[src/design/ccfr_pkg.sv]
`timescale 1ns / 1ps
// ----------------------------------------------------------------------------
// ccfr_pkg
// Types and constants shared by the coverage column filter modules.
// ----------------------------------------------------------------------------
package ccfr_pkg;

  localparam int SUM_W      = 24;
  localparam int SQ_W       = 40;
  localparam int CNT_W      = 8;
  localparam int LEN_W      = 11;
  localparam int SAMPLE_W   = 8;
  localparam int THR_W      = 8;
  localparam int MARGIN_W   = 7;
  localparam int MINRUN_W   = 10;
  localparam int CFG_DATA_W = 10;
  localparam int CFG_ADDR_W = 2;

  localparam logic [SUM_W-1:0] SUM_MAX = '1;
  localparam logic [SQ_W-1:0]  SQ_MAX  = '1;
  localparam logic [CNT_W-1:0] CNT_MAX = '1;
  localparam logic [LEN_W-1:0] LEN_MAX = '1;

  // floor(x / 3) for x below 512 as (x * 683) >> 11
  localparam int THIRD_MUL_W = 10;
  localparam logic [THIRD_MUL_W-1:0] THIRD_MUL = 10'd683;
  localparam int THIRD_SHIFT = 11;

  localparam logic [SAMPLE_W-1:0] SAMPLE_COUNT_RST = 8'd111;
  localparam logic [THR_W-1:0]    DEPTH_THR_RST    = 8'd5;
  localparam logic [MARGIN_W-1:0] MARGIN_RST       = 7'd5;
  localparam logic [MINRUN_W-1:0] MIN_RUN_RST      = 10'd20;

  typedef enum logic [CFG_ADDR_W-1:0] {
    REG_SAMPLE_COUNT    = 2'd0,
    REG_DEPTH_THRESHOLD = 2'd1,
    REG_NEAR_ALL_MARGIN = 2'd2,
    REG_MIN_RUN_LENGTH  = 2'd3
  } cfg_reg_t;

  typedef struct packed {
    logic [SAMPLE_W-1:0] sample_count;
    logic [THR_W-1:0]    depth_threshold;
    logic [MARGIN_W-1:0] near_all_margin;
    logic [MINRUN_W-1:0] min_run_length;
  } cfg_t;

  typedef struct packed {
    logic [SUM_W-1:0] sum;
    logic [SQ_W-1:0]  sq;
    logic [CNT_W-1:0] low;
    logic [CNT_W-1:0] second;
  } col_stats_t;

endpackage

[src/design/ccfr_front.sv]
`timescale 1ns / 1ps
// ----------------------------------------------------------------------------
// ccfr_front
// Accepts samples, squares and classifies them, and accumulates column stats.
// ----------------------------------------------------------------------------
module ccfr_front #(
  parameter int COVERAGE_BITS = 16,
  parameter int POSITION_BITS = 28
) (
  input  logic                         clk,
  input  logic                         rst_n,
  input  logic                         in_valid,
  output logic                         in_ready,
  input  logic [COVERAGE_BITS-1:0]     in_coverage,
  input  logic [POSITION_BITS-1:0]     in_position,
  input  logic                         in_last_sample,
  input  logic                         in_last_in_region,
  input  logic [ccfr_pkg::THR_W-1:0]   depth_threshold,
  input  logic                         q_full,
  output logic                         q_push,
  output ccfr_pkg::col_stats_t         q_stats,
  output logic [POSITION_BITS-1:0]     q_position,
  output logic                         q_region_end
);
  import ccfr_pkg::*;

  localparam int SQ_IN_W = 2 * COVERAGE_BITS;
  localparam int CMP_W   = (COVERAGE_BITS > THR_W + 1) ? COVERAGE_BITS : THR_W + 1;

  logic                     s1_v_r, s1_v_nxt;
  logic [COVERAGE_BITS-1:0] s1_cov_r;
  logic [SQ_IN_W-1:0]       s1_sq_r;
  logic                     s1_low_r;
  logic                     s1_second_r;
  logic [POSITION_BITS-1:0] s1_pos_r;
  logic                     s1_last_r;
  logic                     s1_region_r;
  col_stats_t               acc_r, acc_nxt;
  col_stats_t               tot;
  logic [SUM_W:0]           sum_ext;
  logic [SQ_W:0]            sq_ext;
  logic                     s1_adv;
  logic                     in_take;
  logic                     cov_low;
  logic                     cov_second;

  assign s1_adv   = s1_v_r && (!s1_last_r || !q_full);
  assign in_ready = !s1_v_r || s1_adv;
  assign in_take  = in_valid && in_ready;

  assign cov_low    = CMP_W'(in_coverage) <= CMP_W'(depth_threshold);
  assign cov_second = !cov_low && (CMP_W'(in_coverage) <= CMP_W'({depth_threshold, 1'b0}));

  always_comb begin
    sum_ext    = {1'b0, acc_r.sum} + (SUM_W + 1)'(s1_cov_r);
    sq_ext     = {1'b0, acc_r.sq} + (SQ_W + 1)'(s1_sq_r);
    tot.sum    = sum_ext[SUM_W] ? SUM_MAX : sum_ext[SUM_W-1:0];
    tot.sq     = sq_ext[SQ_W] ? SQ_MAX : sq_ext[SQ_W-1:0];
    tot.low    = (s1_low_r && acc_r.low != CNT_MAX) ? acc_r.low + 1'b1 : acc_r.low;
    tot.second = (s1_second_r && acc_r.second != CNT_MAX) ? acc_r.second + 1'b1
                                                          : acc_r.second;
  end

  always_comb begin
    s1_v_nxt = s1_v_r;
    acc_nxt  = acc_r;
    if (in_take) begin
      s1_v_nxt = 1'b1;
    end else if (s1_adv) begin
      s1_v_nxt = 1'b0;
    end
    if (s1_adv) begin
      acc_nxt = s1_last_r ? '0 : tot;
    end
  end

  assign q_push       = s1_adv && s1_last_r;
  assign q_stats      = tot;
  assign q_position   = s1_pos_r;
  assign q_region_end = s1_region_r;

  always_ff @(posedge clk) begin
    if (!rst_n) begin
      s1_v_r <= 1'b0;
      acc_r  <= '0;
    end else begin
      s1_v_r <= s1_v_nxt;
      acc_r  <= acc_nxt;
    end
  end

  always_ff @(posedge clk) begin
    if (in_take) begin
      s1_cov_r    <= in_coverage;
      s1_sq_r     <= SQ_IN_W'(in_coverage) * SQ_IN_W'(in_coverage);
      s1_low_r    <= cov_low;
      s1_second_r <= cov_second;
      s1_pos_r    <= in_position;
      s1_last_r   <= in_last_sample;
      s1_region_r <= in_last_in_region;
    end
  end

endmodule

[src/design/ccfr_queue.sv]
`timescale 1ns / 1ps
// ----------------------------------------------------------------------------
// ccfr_queue
// Short first-in first-out queue of finished columns between front and back.
// ----------------------------------------------------------------------------
module ccfr_queue #(
  parameter int WIDTH = 8,
  parameter int DEPTH = 4
) (
  input  logic             clk,
  input  logic             rst_n,
  input  logic             push,
  input  logic [WIDTH-1:0] push_data,
  output logic             full,
  input  logic             pop,
  output logic [WIDTH-1:0] pop_data,
  output logic             not_empty
);

  localparam int AW = (DEPTH > 1) ? $clog2(DEPTH) : 1;
  localparam int CW = $clog2(DEPTH + 1);

  logic [WIDTH-1:0] mem_r [DEPTH];
  logic [AW-1:0]    wr_ptr_r, wr_ptr_nxt;
  logic [AW-1:0]    rd_ptr_r, rd_ptr_nxt;
  logic [CW-1:0]    count_r, count_nxt;

  assign full      = count_r == CW'(DEPTH);
  assign not_empty = count_r != '0;
  assign pop_data  = mem_r[rd_ptr_r];

  always_comb begin
    wr_ptr_nxt = wr_ptr_r;
    rd_ptr_nxt = rd_ptr_r;
    count_nxt  = count_r;
    if (push) begin
      wr_ptr_nxt = (wr_ptr_r == AW'(DEPTH - 1)) ? '0 : wr_ptr_r + 1'b1;
    end
    if (pop) begin
      rd_ptr_nxt = (rd_ptr_r == AW'(DEPTH - 1)) ? '0 : rd_ptr_r + 1'b1;
    end
    case ({push, pop})
      2'b10:   count_nxt = count_r + 1'b1;
      2'b01:   count_nxt = count_r - 1'b1;
      default: count_nxt = count_r;
    endcase
  end

  always_ff @(posedge clk) begin
    if (!rst_n) begin
      wr_ptr_r <= '0;
      rd_ptr_r <= '0;
      count_r  <= '0;
    end else begin
      wr_ptr_r <= wr_ptr_nxt;
      rd_ptr_r <= rd_ptr_nxt;
      count_r  <= count_nxt;
    end
  end

  always_ff @(posedge clk) begin
    if (push) begin
      mem_r[wr_ptr_r] <= push_data;
    end
  end

endmodule

[src/design/ccfr_back.sv]
`timescale 1ns / 1ps
// ----------------------------------------------------------------------------
// ccfr_back
// Tests each finished column, tracks runs of kept locations and emits results.
// ----------------------------------------------------------------------------
module ccfr_back #(
  parameter int POSITION_BITS = 28
) (
  input  logic                     clk,
  input  logic                     rst_n,
  input  ccfr_pkg::cfg_t           cfg,
  input  logic                     q_valid,
  output logic                     q_pop,
  input  ccfr_pkg::col_stats_t     q_stats,
  input  logic [POSITION_BITS-1:0] q_position,
  input  logic                     q_region_end,
  output logic                     out_valid,
  input  logic                     out_ready,
  output logic                     out_kind,
  output logic [POSITION_BITS-1:0] out_start,
  output logic [POSITION_BITS-1:0] out_end,
  output logic                     out_drop,
  output logic                     out_last
);
  import ccfr_pkg::*;

  localparam int LHS_W   = SQ_W + SAMPLE_W;
  localparam int RHS_W   = 2 * SUM_W;
  localparam int TPROD_W = SAMPLE_W + 1 + THIRD_MUL_W;

  logic                     b1_v_r, b1_v_nxt;
  logic [LHS_W-1:0]         b1_lhs_r;
  logic [RHS_W-1:0]         b1_sq_r;
  logic                     b1_near_r;
  logic                     b1_flat_r;
  logic [POSITION_BITS-1:0] b1_pos_r;
  logic                     b1_region_r;

  logic                     in_run_r, in_run_nxt;
  logic [POSITION_BITS-1:0] run_start_r, run_start_nxt;
  logic [LEN_W-1:0]         run_len_r, run_len_nxt;

  logic                     out_valid_r, out_valid_nxt;
  logic                     out_kind_r, out_kind_nxt;
  logic [POSITION_BITS-1:0] out_start_r, out_start_nxt;
  logic [POSITION_BITS-1:0] out_end_r, out_end_nxt;
  logic                     out_drop_r, out_drop_nxt;
  logic                     out_last_r, out_last_nxt;

  logic                     pend_v_r, pend_v_nxt;
  logic [POSITION_BITS-1:0] pend_start_r, pend_start_nxt;
  logic [POSITION_BITS-1:0] pend_end_r, pend_end_nxt;
  logic                     pend_drop_r, pend_drop_nxt;

  logic [TPROD_W-1:0]       third_prod;
  logic [SAMPLE_W-1:0]      third;
  logic                     near;
  logic                     flat;
  logic                     out_free;
  logic                     consume;
  logic                     b1_load;
  logic                     drop;
  logic                     has_run;
  logic [LEN_W-1:0]         len_inc;
  logic [POSITION_BITS-1:0] start_sel;

  // column tests that need only counts and settings
  assign third_prod = TPROD_W'({cfg.sample_count, 1'b0}) * TPROD_W'(THIRD_MUL);
  assign third      = third_prod[THIRD_SHIFT +: SAMPLE_W];
  assign near = ((SAMPLE_W + 1)'(q_stats.low) + (SAMPLE_W + 1)'(cfg.near_all_margin))
                > (SAMPLE_W + 1)'(cfg.sample_count);
  assign flat = (q_stats.low >= third) &&
                (((SAMPLE_W + 1)'(q_stats.low) + (SAMPLE_W + 1)'(q_stats.second))
                 == (SAMPLE_W + 1)'(cfg.sample_count));

  assign out_free = !out_valid_r || out_ready;
  assign consume  = out_free && !pend_v_r && b1_v_r;
  assign b1_load  = q_valid && (!b1_v_r || consume);
  assign q_pop    = b1_load;

  assign drop      = ({1'b0, b1_lhs_r} > {b1_sq_r, 1'b0}) || b1_near_r || b1_flat_r;
  assign has_run   = drop ? in_run_r : b1_region_r;
  assign len_inc   = !in_run_r ? LEN_W'(1) :
                     (run_len_r == LEN_MAX) ? run_len_r : run_len_r + 1'b1;
  assign start_sel = in_run_r ? run_start_r : b1_pos_r;

  always_comb begin
    b1_v_nxt = b1_v_r;
    if (b1_load) begin
      b1_v_nxt = 1'b1;
    end else if (consume) begin
      b1_v_nxt = 1'b0;
    end
  end

  always_comb begin
    in_run_nxt    = in_run_r;
    run_start_nxt = run_start_r;
    run_len_nxt   = run_len_r;
    if (consume) begin
      if (drop || b1_region_r) begin
        in_run_nxt  = 1'b0;
        run_len_nxt = '0;
      end else begin
        in_run_nxt    = 1'b1;
        run_start_nxt = start_sel;
        run_len_nxt   = len_inc;
      end
    end
  end

  always_comb begin
    out_valid_nxt  = out_valid_r;
    out_kind_nxt   = out_kind_r;
    out_start_nxt  = out_start_r;
    out_end_nxt    = out_end_r;
    out_drop_nxt   = out_drop_r;
    out_last_nxt   = out_last_r;
    pend_v_nxt     = pend_v_r;
    pend_start_nxt = pend_start_r;
    pend_end_nxt   = pend_end_r;
    pend_drop_nxt  = pend_drop_r;
    if (out_free) begin
      out_valid_nxt = pend_v_r || b1_v_r;
      if (pend_v_r) begin
        out_kind_nxt  = 1'b1;
        out_start_nxt = pend_start_r;
        out_end_nxt   = pend_end_r;
        out_drop_nxt  = pend_drop_r;
        out_last_nxt  = 1'b1;
        pend_v_nxt    = 1'b0;
      end else if (b1_v_r) begin
        out_kind_nxt   = 1'b0;
        out_start_nxt  = b1_pos_r;
        out_end_nxt    = b1_pos_r;
        out_drop_nxt   = drop;
        out_last_nxt   = !has_run;
        pend_v_nxt     = has_run;
        pend_start_nxt = drop ? run_start_r : start_sel;
        pend_end_nxt   = drop ? b1_pos_r - 1'b1 : b1_pos_r;
        pend_drop_nxt  = (drop ? run_len_r : len_inc) <= LEN_W'(cfg.min_run_length);
      end
    end
  end

  always_ff @(posedge clk) begin
    if (!rst_n) begin
      b1_v_r      <= 1'b0;
      in_run_r    <= 1'b0;
      run_start_r <= '0;
      run_len_r   <= '0;
      out_valid_r <= 1'b0;
      pend_v_r    <= 1'b0;
    end else begin
      b1_v_r      <= b1_v_nxt;
      in_run_r    <= in_run_nxt;
      run_start_r <= run_start_nxt;
      run_len_r   <= run_len_nxt;
      out_valid_r <= out_valid_nxt;
      pend_v_r    <= pend_v_nxt;
    end
  end

  always_ff @(posedge clk) begin
    if (b1_load) begin
      b1_lhs_r    <= LHS_W'(cfg.sample_count) * LHS_W'(q_stats.sq);
      b1_sq_r     <= RHS_W'(q_stats.sum) * RHS_W'(q_stats.sum);
      b1_near_r   <= near;
      b1_flat_r   <= flat;
      b1_pos_r    <= q_position;
      b1_region_r <= q_region_end;
    end
    out_kind_r   <= out_kind_nxt;
    out_start_r  <= out_start_nxt;
    out_end_r    <= out_end_nxt;
    out_drop_r   <= out_drop_nxt;
    out_last_r   <= out_last_nxt;
    pend_start_r <= pend_start_nxt;
    pend_end_r   <= pend_end_nxt;
    pend_drop_r  <= pend_drop_nxt;
  end

  assign out_valid = out_valid_r;
  assign out_kind  = out_kind_r;
  assign out_start = out_start_r;
  assign out_end   = out_end_r;
  assign out_drop  = out_drop_r;
  assign out_last  = out_last_r;

endmodule

[src/design/coverage_column_filter_runs_core.sv]
`timescale 1ns / 1ps
// ----------------------------------------------------------------------------
// coverage_column_filter_runs_core
// Filters locations by per-column coverage statistics and reports kept runs.
// ----------------------------------------------------------------------------
// Usage:
//   in_*  : one coverage sample per request; tlast closes the location's
//           column, tuser marks the last location of a region.
//   out_* : per closed column a verdict (tuser 0) and, when a run closes, a
//           run report (tuser 1); tlast marks the final result of a column.
//   cfg_* : register writes; the user must write only while no column is in flight, the block does not enforce it.
// Throughput: one sample per cycle while the column queue has room; the output
//   register moves one result a cycle while the receiver is ready, so a column
//   that closes a run holds the output for its verdict and its run report. A
//   four-entry column queue between the accumulator and the test stage absorbs
//   that and short output stalls. A column's verdict follows its last sample
//   through the square register, the column queue, the column test and the output.
// Reset clears the accumulators, run state, queue and output; registers
//   return to their default values. A stalled receiver holds the output
//   and then the queue; the input stalls only once the queue is full.
// ----------------------------------------------------------------------------
module coverage_column_filter_runs_core #(
  parameter int COVERAGE_BITS = 16,
  parameter int POSITION_BITS = 28,
  localparam int IN_W  = ((COVERAGE_BITS + POSITION_BITS + 7) / 8) * 8,
  localparam int OUT_W = ((2 * POSITION_BITS + 1 + 7) / 8) * 8
) (
  input  logic                            clk,
  input  logic                            rst_n,
  input  logic                            in_tvalid,
  output logic                            in_tready,
  input  logic [IN_W-1:0]                 in_tdata,   // coverage, position
  input  logic                            in_tlast,
  input  logic                            in_tuser,   // last_in_region
  output logic                            out_tvalid,
  input  logic                            out_tready,
  output logic [OUT_W-1:0]                out_tdata,  // start_position, end_position, drop
  output logic                            out_tlast,
  output logic                            out_tuser,  // kind
  input  logic                            cfg_we,
  input  logic [ccfr_pkg::CFG_ADDR_W-1:0] cfg_addr,
  input  logic [ccfr_pkg::CFG_DATA_W-1:0] cfg_wdata
);
  import ccfr_pkg::*;

  localparam int Q_W   = $bits(col_stats_t) + POSITION_BITS + 1;
  localparam int PAD_W = OUT_W - (2 * POSITION_BITS + 1);

  cfg_t                     cfg_r, cfg_nxt;
  logic                     q_push;
  logic                     q_full;
  logic                     q_pop;
  logic                     q_valid;
  col_stats_t               push_stats;
  logic [POSITION_BITS-1:0] push_pos;
  logic                     push_region;
  logic [Q_W-1:0]           q_wdata;
  logic [Q_W-1:0]           q_rdata;
  col_stats_t               pop_stats;
  logic [POSITION_BITS-1:0] pop_pos;
  logic                     pop_region;
  logic [POSITION_BITS-1:0] res_start;
  logic [POSITION_BITS-1:0] res_end;
  logic                     res_drop;

  always_comb begin
    cfg_nxt = cfg_r;
    if (cfg_we) begin
      case (cfg_reg_t'(cfg_addr))
        REG_SAMPLE_COUNT:    cfg_nxt.sample_count    = cfg_wdata[SAMPLE_W-1:0];
        REG_DEPTH_THRESHOLD: cfg_nxt.depth_threshold = cfg_wdata[THR_W-1:0];
        REG_NEAR_ALL_MARGIN: cfg_nxt.near_all_margin = cfg_wdata[MARGIN_W-1:0];
        REG_MIN_RUN_LENGTH:  cfg_nxt.min_run_length  = cfg_wdata[MINRUN_W-1:0];
        default:             cfg_nxt = cfg_r;
      endcase
    end
  end

  always_ff @(posedge clk) begin
    if (!rst_n) begin
      cfg_r.sample_count    <= SAMPLE_COUNT_RST;
      cfg_r.depth_threshold <= DEPTH_THR_RST;
      cfg_r.near_all_margin <= MARGIN_RST;
      cfg_r.min_run_length  <= MIN_RUN_RST;
    end else begin
      cfg_r <= cfg_nxt;
    end
  end

  ccfr_front #(
    .COVERAGE_BITS(COVERAGE_BITS),
    .POSITION_BITS(POSITION_BITS)
  ) u_front (
    .clk              (clk),
    .rst_n            (rst_n),
    .in_valid         (in_tvalid),
    .in_ready         (in_tready),
    .in_coverage      (in_tdata[COVERAGE_BITS-1:0]),
    .in_position      (in_tdata[COVERAGE_BITS +: POSITION_BITS]),
    .in_last_sample   (in_tlast),
    .in_last_in_region(in_tuser),
    .depth_threshold  (cfg_r.depth_threshold),
    .q_full           (q_full),
    .q_push           (q_push),
    .q_stats          (push_stats),
    .q_position       (push_pos),
    .q_region_end     (push_region)
  );

  assign q_wdata = {push_region, push_pos, push_stats};

  ccfr_queue #(
    .WIDTH(Q_W),
    .DEPTH(4)
  ) u_queue (
    .clk      (clk),
    .rst_n    (rst_n),
    .push     (q_push),
    .push_data(q_wdata),
    .full     (q_full),
    .pop      (q_pop),
    .pop_data (q_rdata),
    .not_empty(q_valid)
  );

  assign {pop_region, pop_pos, pop_stats} = q_rdata;

  ccfr_back #(
    .POSITION_BITS(POSITION_BITS)
  ) u_back (
    .clk         (clk),
    .rst_n       (rst_n),
    .cfg         (cfg_r),
    .q_valid     (q_valid),
    .q_pop       (q_pop),
    .q_stats     (pop_stats),
    .q_position  (pop_pos),
    .q_region_end(pop_region),
    .out_valid   (out_tvalid),
    .out_ready   (out_tready),
    .out_kind    (out_tuser),
    .out_start   (res_start),
    .out_end     (res_end),
    .out_drop    (res_drop),
    .out_last    (out_tlast)
  );

  assign out_tdata = {{PAD_W{1'b0}}, res_drop, res_end, res_start};

endmodule

[config.mk]
export PLATFORM = sky130hd
export DESIGN_NAME = coverage_column_filter_runs_core
export DESIGN_NICKNAME = d
export VERILOG_FILES = /design/src/design/ccfr_pkg.sv /design/src/design/ccfr_front.sv /design/src/design/ccfr_queue.sv /design/src/design/ccfr_back.sv /design/src/design/coverage_column_filter_runs_core.sv
export SDC_FILE = /design/constraint.sdc
export NUM_CORES = 2
export LEC_CHECK = 0
export BUFFER_PORTS_ARGS = -buffer_cell sky130_fd_sc_hd__buf_4
export CELL_PAD_IN_SITES_DETAIL_PLACEMENT = 2
export CELL_PAD_IN_SITES_GLOBAL_PLACEMENT = 2
export CORE_ASPECT_RATIO = 0.75
export CORE_MARGIN = 2
export CORE_UTILIZATION = 44
export DETAILED_ROUTE_END_ITERATION = 7
export GPL_TIMING_DRIVEN = 0
export PLACE_DENSITY = 0.82
export SYNTH_ARGS = -nofsm -noshare
export SYNTH_HDL_FRONTEND = slang
export SYNTH_HIERARCHICAL = 1
export SYNTH_SLANG_ARGS = --single-unit
[constraint.sdc]
create_clock -name clk -period 8.56 [get_ports clk]
set_input_delay 0.428 -clock clk [delete_from_list [all_inputs] [get_ports clk]]
set_output_delay 0.428 -clock clk [all_outputs]
set_load 0.02 [all_outputs]
==> results of run 1 <==
## metrics by stage
stage | area (um^2) | TNS, ps | utilization | hold WS (ps)
after CTS | 83330 | 0 | 0.4974 | 11.04
after detailed placement | 78340 | -31110 | 0.4676 | 442.2
after global placement | 77970 | -25670 | 0.4654 | 431.2
after floorplan | 74240 | 0 | - | 419.7
## layer usage
| metal | GRT overflow | global-route usage |
|---|---|---|
| met3 | 4 | 0.5267 |
| met4 | 35 | 0.5635 |
| met5 | 1 | 0.3946 |
| met2 | 38 | 0.7950 |
| met1 | 4 | 0.6516 |
## repair_timing
action | 4_1_cts
endpoints found under the setup margin | 31
pin swaps | 26
hold buffers | 42
endpoints found under the hold margin | 42
cloned | 1
setup buffers | 51
resized for setup | 214
## cell families after synthesis
group,after synthesis,share of synthesized area
DFF,922,0.3507
xor gates and xnor gates,232,0.02738
muxes,218,0.04837
buffers and inverters,1463,0.07668
and+or+nand+nor,1692,0.1110
other,1,0.00005053
AOI/OAI and AO/OA,747,0.06718
adders and majority gates,1385,0.3187
## Yosys cell counts, types with 10 or more instances
master,n,area [um^2]
o31ai_1,10,75.07
nand3_1,79,395.4
a21oi_1,225,1126
mux2_1,20,225.2
nand4_1,35,219.0
nand2_1,747,2804
buf_2,29,145.1
and3_1,49,306.5
and2_1,323,2021
a22o_1,36,315.3
mux2i_1,74,740.7
a22oi_1,15,112.6
o21ai_0,111,555.5
mux2_2,15,168.9
xnor2_1,140,1226
nor4_1,20,125.1
fa_1,842,16860
nor3_1,47,235.2
ha_1,543,6794
inv_1,1225,4598
nor2_1,179,671.9
edfxtp_1,756,22700
dfxtp_1,166,3323
mux4_2,109,2455
or2_2,13,81.33
a21o_1,109,818.3
a31oi_1,14,87.58
a21boi_0,10,75.07
clkbuf_1,178,668.1
xor2_1,92,805.8
nand2b_1,74,462.9
a211oi_1,18,135.1
or3_1,13,81.33
nor2b_1,68,425.4
o211ai_1,17,127.6
buf_4,11,82.58
o21a_1,35,262.8
o21bai_1,26,195.2
==> metrics.md, run 1 <==
| Metric | Value |
|---|---|
| Syn Area/Cell | around 11 um^2 |
| Cells after synthesis | 6660 |
| Post-synth EDFFs | ~760 |
| IO Port Bufs | 123 |
| #FFs+latches synth | ~900 |
| Yosys warns | 6 |
| Run Error | [ERROR GRT-0232] Routing congestion too high. Check the congestion heatmap in the GUI. |
| Failing step | 5_1_grt |
| H-tree depth | 3 |
| FFs w/ async S/R, synth | 0 |
| Die Y | about 360 um |
| GRT Util Overall | 0.6463 |
| Mapped cell area | roughly 0.074 mm^2 |
| Root buffer cell | clkbuf_16 |
| Pin ending the worst setup path after global-route repair | u_back/b1_sq_r[41]$_DFFE_PP_/D |
| Cells after DPL | about 9.0k |
| Initial antenna violation count | between 50 and 60 |
| Chip Width | between 400 and 500 um |
| I/O pin count | approximately 140 |
| Ys flop type | edfxtp_1 |
| Status | stopped before the end |
| Placer Congestion | approximately 0.90 |
| Cell Rows | 130 |
| DP Worst Slack | -1850 ps |
| Num CTS Buffers | 96 |
| Sinks on Clock Net | 922 |
| Starting Density | 0.4430 |
| Pin count of the biggest net entering global routing | 73 |
| Hpwl dp | about 210000 um |
| Worst endpoint type | register data pin |
| Sequential-to-total area share from yosys stat | 0.3507 |
| Number of distinct library cells after synthesis | 102 |
| Grt ovf | between 80 and 90 |
| Clock Path Buffers | 3 |
==> run 2: changes to the inputs <==
--- a/config.mk
+++ b/config.mk
@@ -6,14 +6,11 @@
 export NUM_CORES = 2
 export LEC_CHECK = 0
 export BUFFER_PORTS_ARGS = -buffer_cell sky130_fd_sc_hd__buf_4
-export CELL_PAD_IN_SITES_DETAIL_PLACEMENT = 2
-export CELL_PAD_IN_SITES_GLOBAL_PLACEMENT = 2
-export CORE_ASPECT_RATIO = 0.75
 export CORE_MARGIN = 2
-export CORE_UTILIZATION = 44
+export CORE_UTILIZATION = 40
 export DETAILED_ROUTE_END_ITERATION = 7
 export GPL_TIMING_DRIVEN = 0
-export PLACE_DENSITY = 0.82
+export PLACE_DENSITY_LB_ADDON = 0.15
 export SYNTH_ARGS = -nofsm -noshare
 export SYNTH_HDL_FRONTEND = slang
 export SYNTH_HIERARCHICAL = 1
==> run 2 against run 1 <==
  * The flow now finishes without violations
  * Synthesized area did not move
  * Synthesized cell count did not move
==> metrics.md, run 2 <==
| Metric | Value |
|---|---|
| Status | complete, no violations (was stopped before the end) |
| Initial antenna violation count | 3 |
| Synth top area cells | edfxtp_1 (31%), fa_1 (23%), ha_1 (9.2%), inv_1 (6.2%), dfxtp_1 (4.5%) (unchanged) |
| CP arrival | 8700 ps |
| Maxcap violations | 0 |
| H-tree depth | 3 (unchanged) |
| Clock Latency Late Sink | between 700 and 800 ps |
| Crit Path Category | reg2reg |
| TritonCTS clock tree | done |
| Fmax | ~0.12 GHz |
| CP required | roughly 9000 ps |
| Largest regs | u_queue/mem_r (436), u_front/acc_r (80), u_back/b1_lhs_r (48) |
| Most common cell in the netlist | inv_1 (unchanged) |
| Util after Layout | 0.4515 |
| IO Port Bufs | 123 (unchanged) |
| Number of distinct library cells after synthesis | 102 (unchanged) |
| Average wire per standard cell | ~20 um |
| Post-DRT Antenna Nets | 0 |
| Reg with most FFs | u_queue/mem_r |
| DR DRC count | 0 |
| Least-Margin Pin Slew | 1087 ps |
| Final worst slack | slightly below 300 ps |
| Pin count of the biggest net entering global routing | 73 |
| Root buffer cell | clkbuf_16 (unchanged) |
| Commonest non-fill, non-tap cell in the layout | inv_1 |
| Final Net Count | 8448 |
| Cell taking the most area after synthesis | edfxtp_1 (unchanged) |
| Sequential-to-total area share from yosys stat | 0.3507 (unchanged) |
| Placer Congestion | 0.9107 (was 0.8987) |
| Setup Skew | 66.65 ps |
| DP Worst Slack | -1389 ps (was -1850 ps) |
| Crit path launch type | flip-flop |
| Clock Path Buffers | 3 (unchanged) |
| Fin crit share | 0.9654 |
| Worst-path fanout max | 10 |
| Grt ovf | 0 |
| Hold Fails Final Rpt | 0 |
| Cell Rows | 158 (was 130) |
| Chip Width | 434.7 um (was 478.2 um) |
| Initial DRC count | 2648 |
| Global-route wire length before repair | slightly below 300000 um |
| Number of flip-flops in the largest register | around 440 |
| Placeable Area | 0.1848 mm^2 |
| Detailed-route via count | just under 50k |
| Post-synth EDFFs | 756 (unchanged) |
| Slowest cell on crit path | fa_1 |
| Sinks on Clock Net | 922 (unchanged) |
| Syn-to-layout area delta | 12.46% |
| Final Setup Violations | 0 |
| Tmin final | 8264 ps |
| Die Y | 434.7 um (was 359.7 um) |
| Max-slew headroom | 0.2739 |
| CP most frequent cell | fa_1 |
| WHS | ~40 ps |
| Cells after synthesis | 6660 (unchanged) |
| Yosys warns | 6 (unchanged) |
| Most frequent cells in the layout | inv_1 (1224), fa_1 (840), edfxtp_1 (756) |
| #FFs+latches synth | 922 (unchanged) |
| Mapped cell area | 0.07421 mm^2 (unchanged) |
| Number of global-route vias before repair | ~50k |
| I/O pin count | 135 (unchanged) |
| Yosys top cell area share | 0.3059 (unchanged) |
| Starting Density | 0.4015 (was 0.4430) |
| Peak per-stage delay on the critical path | ~550 ps |
| Final Max Tran Viols | 0 |
| HP Class | in2reg |
| Ys flop type | edfxtp_1 (unchanged) |
| FFs w/ async S/R, synth | 0 (unchanged) |
| Layout cell share with drive strength beyond 1 | 0.09190 |
| GRT Util Overall | 0.2030 |
| Die area | 0.1890 mm^2 |
| Num CTS Buffers | 102 (was 96) |
| Vias/cell | between 5 and 6 |
| Routed Wire Length | about 190000 um |
| DRT Pass-1 Iters | 8 |
| CP endpoint kind | flip-flop |
| Clock transition at path regs | 60 ps |
| Syn Area/Cell | 11.14 um^2 (unchanged) |
| Hpwl dp | 148200 um (was 206600 um) |
| Top cells by instance count after synthesis | inv_1 (1225), fa_1 (842), edfxtp_1 (756), nand2_1 (747), ha_1 (543) (unchanged) |
-- run 2: critical path: cells and delay by family, from the launching register on --
family / cells / cell delay [ps]
AND/OR/NAND/NOR: 2 / 520
XOR/XNOR: 1 / 150
multiplexers: 1 / 530
AO/OA/AOI/OAI: 6 / 1020
adder cells (fa/ha/maj): 8 / 4000
buffers and inverters: 12 / 1360
flip-flops: 1 / 350
-- run 2: worst paths after layout --
kind / cells past startpoint / end / start / slack [ps]
setup / recovery: 30 / u_back/b1_sq_r[45] / flip-flop / 300
hold / removal: 1 / u_front/s1_cov_r[4] / in_tdata[4] / 40
setup reg to reg: 30 / u_back/b1_sq_r[45] / flip-flop / 300
hold reg to reg: 2 / u_front/acc_r[70] / u_front/acc_r[70] / 460
-- run 2: repair_timing --
| item | CTS | global route |
|---|---|---|
| pin swaps | 2 | 6 |
| buffers inserted | 18 | 27 |
| setup endpoints to repair | 30 | 13 |
| hold buffers | 46 | 0 |
| gates resized for setup | 105 | 92 |
| gates cloned | 0 | 3 |
| hold endpoints to repair | 47 | 0 |
-- run 2: layout make-up --
class / count / area (um^2)
clock inverter: 65 / 782.0
sequential: 922 / 26030
clock buffer: 127 / 2696
multi-input combinational: 4281 / 42710
inverter: 1227 / 4609
tap: 2480 / 3103
fill: 17353 / 101400
buffer: 232 / 1343
timing repair buffer: 230 / 2186
antenna: 1 / 2.502
-- run 2: cell families after synthesis --
kind of cell | after synthesis | synth area share
muxes | 218 | 0.04837
DFF | 922 | 0.3507
AOI/OAI and AO/OA | 747 | 0.06718
adders and majority gates | 1385 | 0.3187
other | 1 | 0.00005053
and+or+nand+nor | 1692 | 0.1110
xor gates and xnor gates | 232 | 0.02738
buffers and inverters | 1463 | 0.07668
-- run 2: metrics by stage --
step                TNS [ps]  cells  cell area [um^2]
floorplan                  0   6666             74240
global placement      -21330   9269             78260
detailed placement    -21160   9282             78620
CTS                        0   9536             82940
global route          -16.85   9564             83460
finish                     0   9565             83460
-- run 2: routing by layer --
metal  routed length, um  global-route usage
met4                5910             0.06328
met2               91290              0.3392
met1               83680              0.2705
met3                9032             0.03249
met5                   0                   0
Power of run 2 is not shown: default switching activity piles up to over one toggle a cycle in this logic, so the estimate is an artifact.
